==> src/hdl/min_max_contrast_stretch_macros.svh <==
// ---------------------------------------------------------------------------
// Contrast stretch assertion macros
// Clocked assertion helpers for the contrast stretch RTL.
// ---------------------------------------------------------------------------
`ifndef MIN_MAX_CONTRAST_STRETCH_MACROS_SVH
`define MIN_MAX_CONTRAST_STRETCH_MACROS_SVH

// Generic clocked assertion with an active-low reset disable.
`define MMCS_ASSERT(label, clk, rst_n, prop, msg) \
  label: assert property (@(posedge clk) disable iff (!rst_n) prop) \
    else $error(msg);

// Same, bound to the block's own clock and reset names.
`define MMCS_ASSERT_CLK(label, prop, msg) \
  `MMCS_ASSERT(label, clk_i, rst_ni, prop, msg)

`endif

==> src/hdl/mmcs_pkg.sv <==
// ---------------------------------------------------------------------------
// Contrast stretch package
// Shared constants, codes and types of the contrast stretch block.
// ---------------------------------------------------------------------------
package mmcs_pkg;

  localparam int PIXEL_BITS_DEF = 8;
  localparam int QUEUE_DEPTH    = 2;
  localparam int KIND_BITS      = 2;

  typedef enum logic [1:0] {
    ACT_RESET   = 2'd0,
    ACT_MEASURE = 2'd1,
    ACT_MAP     = 2'd2
  } action_e;

  // What the back end has to do with a queued map pixel
  typedef enum logic [KIND_BITS-1:0] {
    JOB_PASS = 2'd0,
    JOB_ZERO = 2'd1,
    JOB_FULL = 2'd2,
    JOB_DIV  = 2'd3
  } job_kind_e;

  typedef enum logic [1:0] {
    BK_IDLE,
    BK_DIV,
    BK_DONE
  } back_state_e;

  typedef struct packed {
    logic full;
    logic empty;
  } q_stat_t;

endpackage

==> src/hdl/mmcs_in_if.sv <==
// ---------------------------------------------------------------------------
// Contrast stretch input channel
// Valid/ready channel carrying an action code and a pixel.
// ---------------------------------------------------------------------------
interface mmcs_in_if #(
  parameter int PIXEL_BITS = mmcs_pkg::PIXEL_BITS_DEF
) ();
  logic                  valid;
  logic                  ready;
  logic [1:0]            action;
  logic [PIXEL_BITS-1:0] pixel_in;

  modport source (output valid, output action, output pixel_in, input ready);
  modport sink   (input valid, input action, input pixel_in, output ready);
endinterface

==> src/hdl/mmcs_out_if.sv <==
// ---------------------------------------------------------------------------
// Contrast stretch output channel
// Valid/ready channel carrying a stretched pixel.
// ---------------------------------------------------------------------------
interface mmcs_out_if #(
  parameter int PIXEL_BITS = mmcs_pkg::PIXEL_BITS_DEF
) ();
  logic                  valid;
  logic                  ready;
  logic [PIXEL_BITS-1:0] pixel_out;

  modport source (output valid, output pixel_out, input ready);
  modport sink   (input valid, input pixel_out, output ready);
endinterface

==> src/hdl/min_max_contrast_stretch.sv <==
// Sequence: a divided map pixel is queued, popped, run through one divider step per quotient
//   bit and loaded into the output register once it is free; saturated or pass-through
//   pixels are popped and loaded into the output register with no divider steps.
// Throughput: reset/measure transactions at one per cycle while the queue has room;
//   map pixels are queued while the queue has room, but the back end works on one job at
//   a time and pops the next one only after loading the last result into the output register.
// Reset: asynchronous active low; statistics return to min = all ones, max = 0.
// ---------------------------------------------------------------------------
// Min/max linear contrast stretch
// Front end tracks min/max and classifies pixels, back end divides or passes on the value.
// ---------------------------------------------------------------------------
`include "min_max_contrast_stretch_macros.svh"

module min_max_contrast_stretch #(
  parameter int PIXEL_BITS = mmcs_pkg::PIXEL_BITS_DEF
) (
  input  logic        clk_i,
  input  logic        rst_ni,
  mmcs_in_if.sink     in_i,
  mmcs_out_if.source  out_o
);
  import mmcs_pkg::*;

  localparam int ENTRY_BITS = 2 * PIXEL_BITS + KIND_BITS;

  q_stat_t               q_stat;
  logic                  q_push;
  logic                  q_pop;
  logic [ENTRY_BITS-1:0] q_wdata;
  logic [ENTRY_BITS-1:0] q_rdata;

  mmcs_front #(
    .PIXEL_BITS (PIXEL_BITS)
  ) u_front (
    .clk_i    (clk_i),
    .rst_ni   (rst_ni),
    .in_i     (in_i),
    .q_stat_i (q_stat),
    .push_o   (q_push),
    .entry_o  (q_wdata)
  );

  mmcs_fifo #(
    .WIDTH (ENTRY_BITS),
    .DEPTH (QUEUE_DEPTH)
  ) u_fifo (
    .clk_i  (clk_i),
    .rst_ni (rst_ni),
    .push_i (q_push),
    .data_i (q_wdata),
    .pop_i  (q_pop),
    .data_o (q_rdata),
    .stat_o (q_stat)
  );

  mmcs_back #(
    .PIXEL_BITS (PIXEL_BITS)
  ) u_back (
    .clk_i    (clk_i),
    .rst_ni   (rst_ni),
    .q_stat_i (q_stat),
    .entry_i  (q_rdata),
    .pop_o    (q_pop),
    .out_o    (out_o)
  );

  `MMCS_ASSERT_CLK(a_no_push_full, q_push |-> !q_stat.full, "push into full queue")
  `MMCS_ASSERT_CLK(a_no_pop_empty, q_pop |-> !q_stat.empty, "pop from empty queue")
  `MMCS_ASSERT_CLK(a_map_queued, (in_i.valid && in_i.ready && (in_i.action == ACT_MAP) && q_stat.empty) |=> !q_stat.empty, "map transaction not queued")

endmodule

==> src/hdl/mmcs_front.sv <==
// ---------------------------------------------------------------------------
// Contrast stretch front end
// Accepts transactions, keeps min/max statistics, classifies map pixels
// and queues the work for the back end.
// ---------------------------------------------------------------------------
module mmcs_front #(
  parameter int PIXEL_BITS = mmcs_pkg::PIXEL_BITS_DEF
) (
  input  logic                                          clk_i,
  input  logic                                          rst_ni,
  mmcs_in_if.sink                                       in_i,
  input  mmcs_pkg::q_stat_t                             q_stat_i,
  output logic                                          push_o,
  output logic [2*PIXEL_BITS+mmcs_pkg::KIND_BITS-1:0]   entry_o
);
  import mmcs_pkg::*;

  logic [PIXEL_BITS-1:0] low_q, low_d;
  logic [PIXEL_BITS-1:0] high_q, high_d;
  logic                  accept;
  action_e               act;
  logic [PIXEL_BITS-1:0] pix;
  job_kind_e             kind;
  logic [PIXEL_BITS-1:0] opnd;
  logic [PIXEL_BITS-1:0] range;

  assign in_i.ready = !q_stat_i.full;
  assign accept     = in_i.valid && in_i.ready;
  assign act        = action_e'(in_i.action);
  assign pix        = in_i.pixel_in;

  // Classify against the statistics as they stand at acceptance
  always_comb begin
    range = high_q - low_q;
    opnd  = pix;
    if (low_q >= high_q) begin
      kind = JOB_PASS;
    end else if (pix < low_q) begin
      kind = JOB_ZERO;
    end else if (pix > high_q) begin
      kind = JOB_FULL;
    end else begin
      kind = JOB_DIV;
      opnd = pix - low_q;
    end
  end

  always_comb begin
    low_d  = low_q;
    high_d = high_q;
    push_o = 1'b0;
    if (accept) begin
      unique case (act)
        ACT_RESET: begin
          low_d  = '1;
          high_d = '0;
        end
        ACT_MEASURE: begin
          if (pix < low_q) low_d = pix;
          if (pix > high_q) high_d = pix;
        end
        ACT_MAP: begin
          push_o = 1'b1;
        end
        default: begin
          // unused code: dropped
        end
      endcase
    end
  end

  assign entry_o = {kind, opnd, range};

  always_ff @(posedge clk_i or negedge rst_ni) begin
    if (!rst_ni) begin
      low_q  <= '1;
      high_q <= '0;
    end else begin
      low_q  <= low_d;
      high_q <= high_d;
    end
  end

endmodule

==> src/hdl/mmcs_fifo.sv <==
// ---------------------------------------------------------------------------
// Contrast stretch job queue
// Small FIFO between front and back end.
// ---------------------------------------------------------------------------
module mmcs_fifo #(
  parameter int WIDTH = 18,
  parameter int DEPTH = mmcs_pkg::QUEUE_DEPTH
) (
  input  logic              clk_i,
  input  logic              rst_ni,
  input  logic              push_i,
  input  logic [WIDTH-1:0]  data_i,
  input  logic              pop_i,
  output logic [WIDTH-1:0]  data_o,
  output mmcs_pkg::q_stat_t stat_o
);
  import mmcs_pkg::*;

  localparam int PTR_BITS = (DEPTH > 1) ? $clog2(DEPTH) : 1;
  localparam int CNT_BITS = $clog2(DEPTH + 1);

  logic [WIDTH-1:0]    mem_q [DEPTH];
  logic [PTR_BITS-1:0] wr_ptr_q, rd_ptr_q;
  logic [CNT_BITS-1:0] cnt_q;

  function automatic logic [PTR_BITS-1:0] ptr_next(input logic [PTR_BITS-1:0] p);
    logic [PTR_BITS-1:0] r;
    if (p == PTR_BITS'(DEPTH - 1)) r = '0;
    else                           r = p + PTR_BITS'(1);
    return r;
  endfunction

  assign data_o       = mem_q[rd_ptr_q];
  assign stat_o.full  = (cnt_q == CNT_BITS'(DEPTH));
  assign stat_o.empty = (cnt_q == '0);

  always_ff @(posedge clk_i) begin
    if (push_i) mem_q[wr_ptr_q] <= data_i;
  end

  always_ff @(posedge clk_i or negedge rst_ni) begin
    if (!rst_ni) begin
      wr_ptr_q <= '0;
      rd_ptr_q <= '0;
      cnt_q    <= '0;
    end else begin
      if (push_i) wr_ptr_q <= ptr_next(wr_ptr_q);
      if (pop_i)  rd_ptr_q <= ptr_next(rd_ptr_q);
      if (push_i && !pop_i)      cnt_q <= cnt_q + CNT_BITS'(1);
      else if (pop_i && !push_i) cnt_q <= cnt_q - CNT_BITS'(1);
    end
  end

endmodule

==> src/hdl/mmcs_back.sv <==
// ---------------------------------------------------------------------------
// Contrast stretch back end
// Pops queued jobs, runs a bit-per-cycle restoring divider for the
// scaled offset and holds the result in an output register.
// ---------------------------------------------------------------------------
module mmcs_back #(
  parameter int PIXEL_BITS = mmcs_pkg::PIXEL_BITS_DEF
) (
  input  logic                                          clk_i,
  input  logic                                          rst_ni,
  input  mmcs_pkg::q_stat_t                             q_stat_i,
  input  logic [2*PIXEL_BITS+mmcs_pkg::KIND_BITS-1:0]   entry_i,
  output logic                                          pop_o,
  mmcs_out_if.source                                    out_o
);
  import mmcs_pkg::*;

  localparam int CNT_BITS = $clog2(PIXEL_BITS + 1);

  back_state_e state_q, state_d;

  job_kind_e               kind;
  logic [PIXEL_BITS-1:0]   opnd;
  logic [PIXEL_BITS-1:0]   range;
  logic [2*PIXEL_BITS-1:0] num;
  logic [PIXEL_BITS-1:0]   direct;

  logic [PIXEL_BITS-1:0] rem_q, lo_q, range_q;
  logic [CNT_BITS-1:0]   cnt_q;
  logic [PIXEL_BITS:0]   trial;
  logic [PIXEL_BITS:0]   diff;
  logic                  ge;
  logic [PIXEL_BITS:0]   lo_sh;
  logic                  last;

  logic                  out_valid_q;
  logic [PIXEL_BITS-1:0] out_pix_q;
  logic                  out_free;

  logic load_div, load_val, step, emit;

  assign kind  = job_kind_e'(entry_i[2*PIXEL_BITS+KIND_BITS-1:2*PIXEL_BITS]);
  assign opnd  = entry_i[2*PIXEL_BITS-1:PIXEL_BITS];
  assign range = entry_i[PIXEL_BITS-1:0];

  // offset * (2^N - 1) as a shift and subtract
  assign num = {opnd, {PIXEL_BITS{1'b0}}} - {{PIXEL_BITS{1'b0}}, opnd};

  always_comb begin
    case (kind)
      JOB_ZERO: direct = '0;
      JOB_FULL: direct = '1;
      default:  direct = opnd;
    endcase
  end

  // One quotient bit per cycle; the upper half of num is below range,
  // so the quotient fits PIXEL_BITS bits.
  assign trial = {rem_q, lo_q[PIXEL_BITS-1]};
  assign diff  = trial - {1'b0, range_q};
  assign ge    = (trial >= {1'b0, range_q});
  assign lo_sh = {lo_q, ge};
  assign last  = (cnt_q == CNT_BITS'(1));

  assign out_free = !out_valid_q || out_o.ready;

  always_comb begin
    state_d = state_q;
    unique case (state_q)
      BK_IDLE: if (!q_stat_i.empty) state_d = (kind == JOB_DIV) ? BK_DIV : BK_DONE;
      BK_DIV:  if (last) state_d = BK_DONE;
      BK_DONE: if (out_free) state_d = BK_IDLE;
      default: state_d = BK_IDLE;
    endcase
  end

  always_comb begin
    pop_o    = 1'b0;
    load_div = 1'b0;
    load_val = 1'b0;
    step     = 1'b0;
    emit     = 1'b0;
    unique case (state_q)
      BK_IDLE: begin
        if (!q_stat_i.empty) begin
          pop_o    = 1'b1;
          load_div = (kind == JOB_DIV);
          load_val = (kind != JOB_DIV);
        end
      end
      BK_DIV:  step = 1'b1;
      BK_DONE: emit = out_free;
      default: ;
    endcase
  end

  always_ff @(posedge clk_i) begin
    if (load_div) begin
      rem_q   <= num[2*PIXEL_BITS-1:PIXEL_BITS];
      lo_q    <= num[PIXEL_BITS-1:0];
      range_q <= range;
    end else if (load_val) begin
      lo_q <= direct;
    end else if (step) begin
      rem_q <= ge ? diff[PIXEL_BITS-1:0] : trial[PIXEL_BITS-1:0];
      lo_q  <= lo_sh[PIXEL_BITS-1:0];
    end
    if (emit) out_pix_q <= lo_q;
  end

  always_ff @(posedge clk_i or negedge rst_ni) begin
    if (!rst_ni) begin
      state_q     <= BK_IDLE;
      cnt_q       <= '0;
      out_valid_q <= 1'b0;
    end else begin
      state_q <= state_d;
      if (load_div)  cnt_q <= CNT_BITS'(PIXEL_BITS);
      else if (step) cnt_q <= cnt_q - CNT_BITS'(1);
      if (emit)              out_valid_q <= 1'b1;
      else if (out_o.ready)  out_valid_q <= 1'b0;
    end
  end

  assign out_o.valid     = out_valid_q;
  assign out_o.pixel_out = out_pix_q;

endmodule
==> src/flat_wrapper.sv <==
// flat-port wrapper written by rule: the top's interface ports become plain ports
module min_max_contrast_stretch_flat import mmcs_pkg::*;
#(
  parameter int PIXEL_BITS = mmcs_pkg::PIXEL_BITS_DEF
)
  (clk_i, rst_ni, in_i_valid, in_i_action, in_i_pixel_in, in_i_ready, out_o_valid, out_o_pixel_out, out_o_ready);
  mmcs_in_if #(.PIXEL_BITS(PIXEL_BITS)) in_i_i ();
  mmcs_out_if #(.PIXEL_BITS(PIXEL_BITS)) out_o_i ();
  input  logic clk_i;
  input  logic rst_ni;
  input wire logic [$bits(in_i_i.valid)-1:0] in_i_valid;
  input wire logic [$bits(in_i_i.action)-1:0] in_i_action;
  input wire logic [$bits(in_i_i.pixel_in)-1:0] in_i_pixel_in;
  output wire logic [$bits(in_i_i.ready)-1:0] in_i_ready;
  output wire logic [$bits(out_o_i.valid)-1:0] out_o_valid;
  output wire logic [$bits(out_o_i.pixel_out)-1:0] out_o_pixel_out;
  input wire logic [$bits(out_o_i.ready)-1:0] out_o_ready;
  assign in_i_i.valid = in_i_valid;
  assign in_i_i.action = in_i_action;
  assign in_i_i.pixel_in = in_i_pixel_in;
  assign in_i_ready = in_i_i.ready;
  assign out_o_valid = out_o_i.valid;
  assign out_o_pixel_out = out_o_i.pixel_out;
  assign out_o_i.ready = out_o_ready;
  min_max_contrast_stretch #(.PIXEL_BITS(PIXEL_BITS)) u_core (.clk_i(clk_i), .rst_ni(rst_ni), .in_i(in_i_i), .out_o(out_o_i));
endmodule
==> config.mk <==
export PLATFORM = sky130hd
export DESIGN_NAME = min_max_contrast_stretch_flat
export DESIGN_NICKNAME = d
export VERILOG_FILES = /design/src/hdl/mmcs_pkg.sv /design/src/hdl/mmcs_in_if.sv /design/src/hdl/mmcs_out_if.sv /design/src/hdl/min_max_contrast_stretch.sv /design/src/hdl/mmcs_front.sv /design/src/hdl/mmcs_fifo.sv /design/src/hdl/mmcs_back.sv /design/src/flat_wrapper.sv
export VERILOG_INCLUDE_DIRS = /design/src /design/src/hdl
export SDC_FILE = /design/constraint.sdc
export NUM_CORES = 1
export LEC_CHECK = 0
export BUFFER_PORTS_ARGS = -buffer_cell sky130_fd_sc_hd__buf_2
export CAP_MARGIN = 25
export CORE_MARGIN = 3
export CORE_UTILIZATION = 30
export CTS_CLUSTER_DIAMETER = 120
export CTS_CLUSTER_SIZE = 30
export DETAILED_ROUTE_END_ITERATION = 6
export HOLD_SLACK_MARGIN = 0.15
export PLACE_DENSITY = 0.44
export SYNTH_ARGS = -nofsm -noshare
export SYNTH_HDL_FRONTEND = slang
export SYNTH_SLANG_ARGS = --single-unit
==> constraint.sdc <==
create_clock -name clk_i -period 6.1 [get_ports clk_i]
set_input_delay 0.61 -clock clk_i [delete_from_list [all_inputs] [get_ports clk_i]]
set_output_delay 0.61 -clock clk_i [all_outputs]
set_load 0.02 [all_outputs]
======== Word-level counts from Yosys, hierarchy flattened ========
Memory sizes are Yosys's and may differ from the RTL's.
Cells that the tools add are included.
word-level totals
  register bits ........................... 59
  latch bits .............................. 0
  RAM bits ................................ 36
  memory bits (read-only) ................. 0
  input port bits ......................... 14
  word-level logic and storage cells ...... 105
  memories kept ........................... 1
memories
  name                 depth  width  rd ports  clocked after Yosys merged registers in  wr ports  line             source
  u_core.u_fifo.mem_q  2      18     1         0                                        1         mmcs_fifo.sv:22  logic [WIDTH-1:0] mem_q [DEPTH];
cells by class
  $add $sub $neg .......................... 9
  multipliers ............................. 0
  divide/modulo/power cells ............... 0
  magnitude comparators ................... 4
  equality and inequality tests ........... 16
  shift-type cells ........................ 0
  multiplexer cells ....................... 43
  bitwise operators ....................... 0
  reductions and logical operators ........ 20
operators with widths
  cell                 count
  $mux 8               12
  $pmux 8 s2           3
  $sub 8x8->8          3
  $mux 1               17
  $mux 2               8
  $sub 16x8->16        1
  $ne 2x2->1 const B   7
  $eq 2x2->1 const B   5
  $ge 9x8->1           1
  $reduce_and 3->1     3
  $ge 8x8->1           1
  $gt 8x8->1           1
  $lt 8x8->1           1
  $mux 4               2
  $reduce_bool 2->1    4
  $eq 2x1->1 const B   3
  $logic_not 2->1      3
  $pmux 2 s3           1
  $eq 4x1->1 const B   1
  $logic_not 1->1      4
  $sub 4x1->4 const B  1
  $logic_and 1x1->1    3
  $reduce_bool 3->1    1
  $add 1x1->1 const B  2
  4 further kinds      4

======== Logic depth before layout (Yosys ltp) ========
  depth after elaboration ................. 8
  mapped depth ............................ 12
  depth with buffers taken out ............ 9

======== Cells and area by module ========
Synthesis repeated with hierarchy kept, for this count alone.
unflattened totals
  cell total of the unflattened synthesis .. 527
  area total of the unflattened synthesis .. 5838.1 um^2
modules (own cells, without submodules)
  module      instances  cells each  area each (um^2)  seq. area each (um^2)
  mmcs_back   1          251         2501.1            1136.1
  mmcs_front  1          204         1801.7            410.4
  mmcs_fifo   1          72          1535.2            1181.1

======== Worst setup path before layout ========
OpenSTA, ideal clock, no wires.
  kind .................................... reg-to-reg
  from .................................... register u_core.u_fifo.rd_ptr_q
  to ...................................... register u_core.u_back.lo_q[3], data pin
  library setup time ...................... 270 ps
  data arrival time ....................... 2426 ps
  slack ................................... 3404 ps
  stages on the path, launching flop included .. 11
  period minus slack after synthesis ...... 2696 ps
  cell sequence ........................... dfrtp_1 -> buf_2 -> buf_6 -> clkbuf_1 -> mux2_2 -> ha_1 -> clkbuf_1 -> nor2_1 -> a211oi_1 -> a31oi_1 -> a21oi_1
on the way
  word-level cells in the longest chain between the ends .. 6
  elaborated cells between the ends (all ways) .. 13
  classes of those cells .................. add/sub: 1; eq/ne: 4; mux: 7; memory: 1
ends and longest elaborated chain
  item                                                                   line              source
  from (decl)                                                            mmcs_fifo.sv:23   logic [PTR_BITS-1:0] wr_ptr_q, rd_ptr_q;
  from (signal assigned)                                                 mmcs_fifo.sv:48   if (pop_i) rd_ptr_q <= ptr_next(rd_ptr_q);
  $mem_v2 2x18 *                                                         --
  parallel branches: the longest is 4 deep, another holds $sub 16x8->16  --
  $mux 8 *                                                               mmcs_back.sv:98   if (load_div) begin
  to (signal assigned)                                                   mmcs_back.sv:100  lo_q <= num[PIXEL_BITS-1:0];
  to (signal assigned)                                                   mmcs_back.sv:103  lo_q <= direct;
  to (signal assigned)                                                   mmcs_back.sv:106  lo_q <= lo_sh[PIXEL_BITS-1:0];
  to (decl)                                                              mmcs_back.sv:28   logic [PIXEL_BITS-1:0] rem_q, lo_q, range_q;
Mark *: on every way between the ends.
A chain may end at the register's enable or synchronous reset.

======== Final worst setup path ========
  from .................................... register u_core.u_fifo.rd_ptr_q
  to ...................................... register u_core.u_back.rem_q[5], data pin
on the way
  word-level cells in the longest chain between the ends .. 5
  elaborated cells between the ends (all ways) .. 6
  classes of those cells .................. add/sub: 1; eq/ne: 1; mux: 3; memory: 1
ends and longest elaborated chain
  item                        line              source
  $mem_v2 2x18                --
  $eq 2x2->1                  mmcs_back.sv:87   load_div = (kind == JOB_DIV);
  $mux 1                      mmcs_back.sv:85   if (!q_stat_i.empty) begin
  $mux 1                      mmcs_back.sv:83   unique case (state_q)
  via u_core.u_back.load_div  mmcs_back.sv:40   logic load_div, load_val, step, emit;
  $mux 8                      mmcs_back.sv:98
  to (signal assigned)        mmcs_back.sv:99   rem_q <= num[2*PIXEL_BITS-1:PIXEL_BITS];
  to (signal assigned)        mmcs_back.sv:105  rem_q <= ge ? diff[PIXEL_BITS-1:0] : trial[PIXEL_BITS-1:0];
  to (decl)                   mmcs_back.sv:28
The timed path passes the listed nets, and every way through them passes these cells.

==> metrics list <==
- For the final database, setup skew stands at 0.007048 ns.
- The later pin in the worst-skew pair is clocked with a latency of 0.35 ns.
- Most instantiated flip-flop cell in the synthesis netlist: sky130_fd_sc_hd__edfxtp_1
- Post-cts repair resize count: 0
* Combined global-route utilization of all metal layers: 0.1222
* Clock buffer depth: 2
* Critical path peak fanout: 20
- In this run, distinct cell masters in the synthesized netlist total 60.
* Total clock sinks: 95
- Synth top cells by count: 68 x sky130_fd_sc_hd__edfxtp_1, 40 x sky130_fd_sc_hd__nor2_1, 39 x sky130_fd_sc_hd__ha_1
- Full die area: 20140 µm²
* Ratio of final minimum period to clock period: 0.4675
- The die is 141.9 µm wide.
- Most common cell in the synthesized netlist: sky130_fd_sc_hd__edfxtp_1
* Setup violators final: 0
- Post-synthesis average cell area: 11.40 µm²
- The core region is 18090 µm².
- Top cells by area in the synthesized netlist: sky130_fd_sc_hd__edfxtp_1 37%, sky130_fd_sc_hd__ha_1 8.8%, sky130_fd_sc_hd__dfrtp_1 8.6%, sky130_fd_sc_hd__mux2i_1 5.4%, sky130_fd_sc_hd__dfstp_2 3.8%
- At the end of routability-driven placement, the weighted congestion stood at 0.7817.
- Once the clock tree was built, the setup fixing pass inserted 0 buffers.
- Die Y-Extent: 141.9 µm
* PD cells: 491.6 nW/µm²
* Critical path startpoint category: register
- The share of synthesized area in the top cell type comes to 0.3684.
* Post-detailed-routing wire length: 11480 µm
* Fraction of layout instances using a drive strength above 1: 0.1489
- Number of flops mapped to enable cells by yosys: 68
* Result of the run: finished, final reports clean
* Initial antenna violation count: 0
- In this run, CTS created clock tree buffers numbering 9.
- Post-CTS clock slew at the launch and capture registers of the worst setup and hold paths: 0.07 ns
- Starting Density: 0.3065
- The min-delay analysis places its worst path in the category in2async.
* Leakage: 2.570 nW
- Global routing finished with a remaining overflow of 0.
- Dominant combinational cell family by area after synthesis: simple AND/OR/NAND/NOR gates
- For the pin with the worst max-slew slack, the measured transition is 0.8277 ns.
* Sequential element share of the synthesized area: 0.4921
- In this run the cell area of the synthesized design comes to 5543 µm².
* Reported max-cap violation count: 0
- Crit path arrival time: 3.04 ns
- CTS H-tree lvls: 3
- For this design, the CTS-stage hold fixing added 0 buffers.
- Synthesized-area fraction occupied by ao, oa, aoi and oai cells: 0.1144
- The area growth from synthesis to layout is 12.08%.
- For this block, the initial DRC count from the detailed router was 192.
- Final critical path time including I/O delays and setup: 2.852 ns
* Instance count of the mapped netlist: 486
- Share of flip-flops with an asynchronous set or reset: 0.2842
- The design draws 3.054 mW.
- The worst register-to-register path has a setup slack of 3.25 ns.
* Count of pins on the block boundary: 24
- Count of state elements after synthesis: 95
- Via-per-instance ratio: 4.756
- Routed Antenna Nets: 0
* Share of cell area taken by muxes after synthesis: 0.08871
* Final HPWL DP: 9090 µm
* Critical Setup Path Class: reg2reg
- Setup TNS: 0 ns
* Unrepaired setup endpoints after global routing: no
- The tree is rooted in a sky130_fd_sc_hd__clkbuf_16.
- WP data required: 6.29 ns
- The number of max-slew violations in the final report is 0.
- DRC violations left: 0
* Highest achievable clock rate: 350.7 MHz
* Via count of the first global-routing pass: 3662
* Detailed-router iteration count before antenna repair: 4
- Final antenna diode count: 0
- Routed length per instance: 15.38 µm
- In this run the tool buffered the top-level ports with 23 buffer cells.
* Net count after synthesis: 542
- Of the total synthesized cell area, the portion taken by XOR and XNOR cells is 0.04898.
- Synthesized-area fraction occupied by and/or/nand/nor cells: 0.1176
- Pin count of the biggest net entering global routing: 28
* Adder-cell area share of the yosys netlist: 0.09887
- Endpoints failing hold: 0
* Relative slew slack: 0.4482
- Wire length of the first global-routing pass: 19160 µm
- TritonCTS built the clock tree.
* Std cell rows: 49
* Dominant cell type by area after synthesis: sky130_fd_sc_hd__edfxtp_1
- After the last flow step, the layout net total stands at 568.
- Kind of capture point of the worst setup path: register
- Routed via count: 3548
- IR analysis of the VDD net gives a maximum drop of 0.1532 mV.
* Yosys warning count: 0
-- where the power goes --
| part | internal [mW] | switching [mW] |
|---|---|---|
| registers | 1.00 | 0.115 |
| logic | 0.562 | 0.799 |
| clock network | 0.323 | 0.252 |
| total | 1.89 | 1.17 |
-- routing by layer --
metal	vias to the layer above	share of wire	global-route usage
met5	-	0	0
met4	0	0.018	0.04242
met1	1668	0.48	0.1540
met2	50	0.48	0.2069
li1	1817	-	-
met3	13	0.027	0.02764
-- per-stage QoR --
step | area, µm² | hold slack (ns) | setup WS (ns) | std cells | util
floorplan | 5543 | 0.3144 | 3.404 | 486 | -
global placement | 5899 | 0.4434 | 3.139 | 729 | 0.3262
detailed placement | 5907 | 0.4469 | 3.113 | 730 | 0.3266
CTS | 6212 | 0.3217 | 3.127 | 746 | 0.3435
global route | 6212 | 0.3531 | 2.903 | 746 | 0.3435
finish | 6212 | 0.2985 | 3.248 | 746 | 0.3435
-- area by class of cell --
class | instances | area (µm²)
repair buffers | 28 | 152.6
inverters | 38 | 142.6
clock buffers | 9 | 225.2
multi-input cells | 340 | 2597
fillers | 1804 | 11870
clock inverters | 7 | 80.08
well taps | 229 | 286.5
flip-flops and latches | 95 | 2728
-- final timing paths --
kind / from / endpoint / cells past startpoint
worst min-delay path: rst_ni / u_core.u_front.high_q[2] / 1
worst min register to register: u_core.u_back.lo_q[6] / u_core.u_back.out_o.pixel_out[6] / 0
worst max register to register: u_core.u_fifo.rd_ptr_q / u_core.u_back.rem_q[5] / 6
max in group asynchronous: rst_ni / u_core.u_back.out_o.valid / 1
worst max-delay path: u_core.u_fifo.rd_ptr_q / u_core.u_back.rem_q[5] / 6
min in group clk_i: u_core.u_back.lo_q[6] / u_core.u_back.out_o.pixel_out[6] / 0
-- layout by cell type (no fill, tap or decap), types with 19 or more instances in the layout --
cell,n
sky130_fd_sc_hd__edfxtp_1,68
sky130_fd_sc_hd__nor2_1,40
sky130_fd_sc_hd__ha_1,39
sky130_fd_sc_hd__inv_1,38
sky130_fd_sc_hd__a21oi_1,34
sky130_fd_sc_hd__mux2i_1,30
sky130_fd_sc_hd__nand2_1,23
sky130_fd_sc_hd__buf_2,23
sky130_fd_sc_hd__xnor2_1,20
sky130_fd_sc_hd__dfrtp_1,19
-- flip-flops by register name (all words and copies together), names as in the netlist, 4 cells and up --
signal                         cells
u_core.u_back.range_q              8
u_core.u_front.low_q               8
u_core.u_fifo.mem_q               36
u_core.u_front.high_q              8
u_core.u_back.rem_q                8
u_core.u_back.lo_q                 8
u_core.u_back.out_o.pixel_out      8
u_core.u_back.cnt_q                4
-- critical path: stages (launching register included) --
cell and delay, ns:
sky130_fd_sc_hd__dfrtp_1 0.41, sky130_fd_sc_hd__mux2_2 0.25, sky130_fd_sc_hd__ha_1 0.52, sky130_fd_sc_hd__nand2_1 0.55, sky130_fd_sc_hd__inv_1 0.57, sky130_fd_sc_hd__o21ai_0 0.24, sky130_fd_sc_hd__o211ai_1 0.14
-- logic make-up (layout without fill, tap and decap cells) --
group	count (synthesis)	after routing
and+or+nand+nor	125	125
xor gates and xnor gates	31	31
buffers and inverters	51	82
AOI/OAI and AO/OA	97	97
adders and majority gates	42	42
DFF	95	95
muxes	45	45
(Power assumes the default switching activity.)
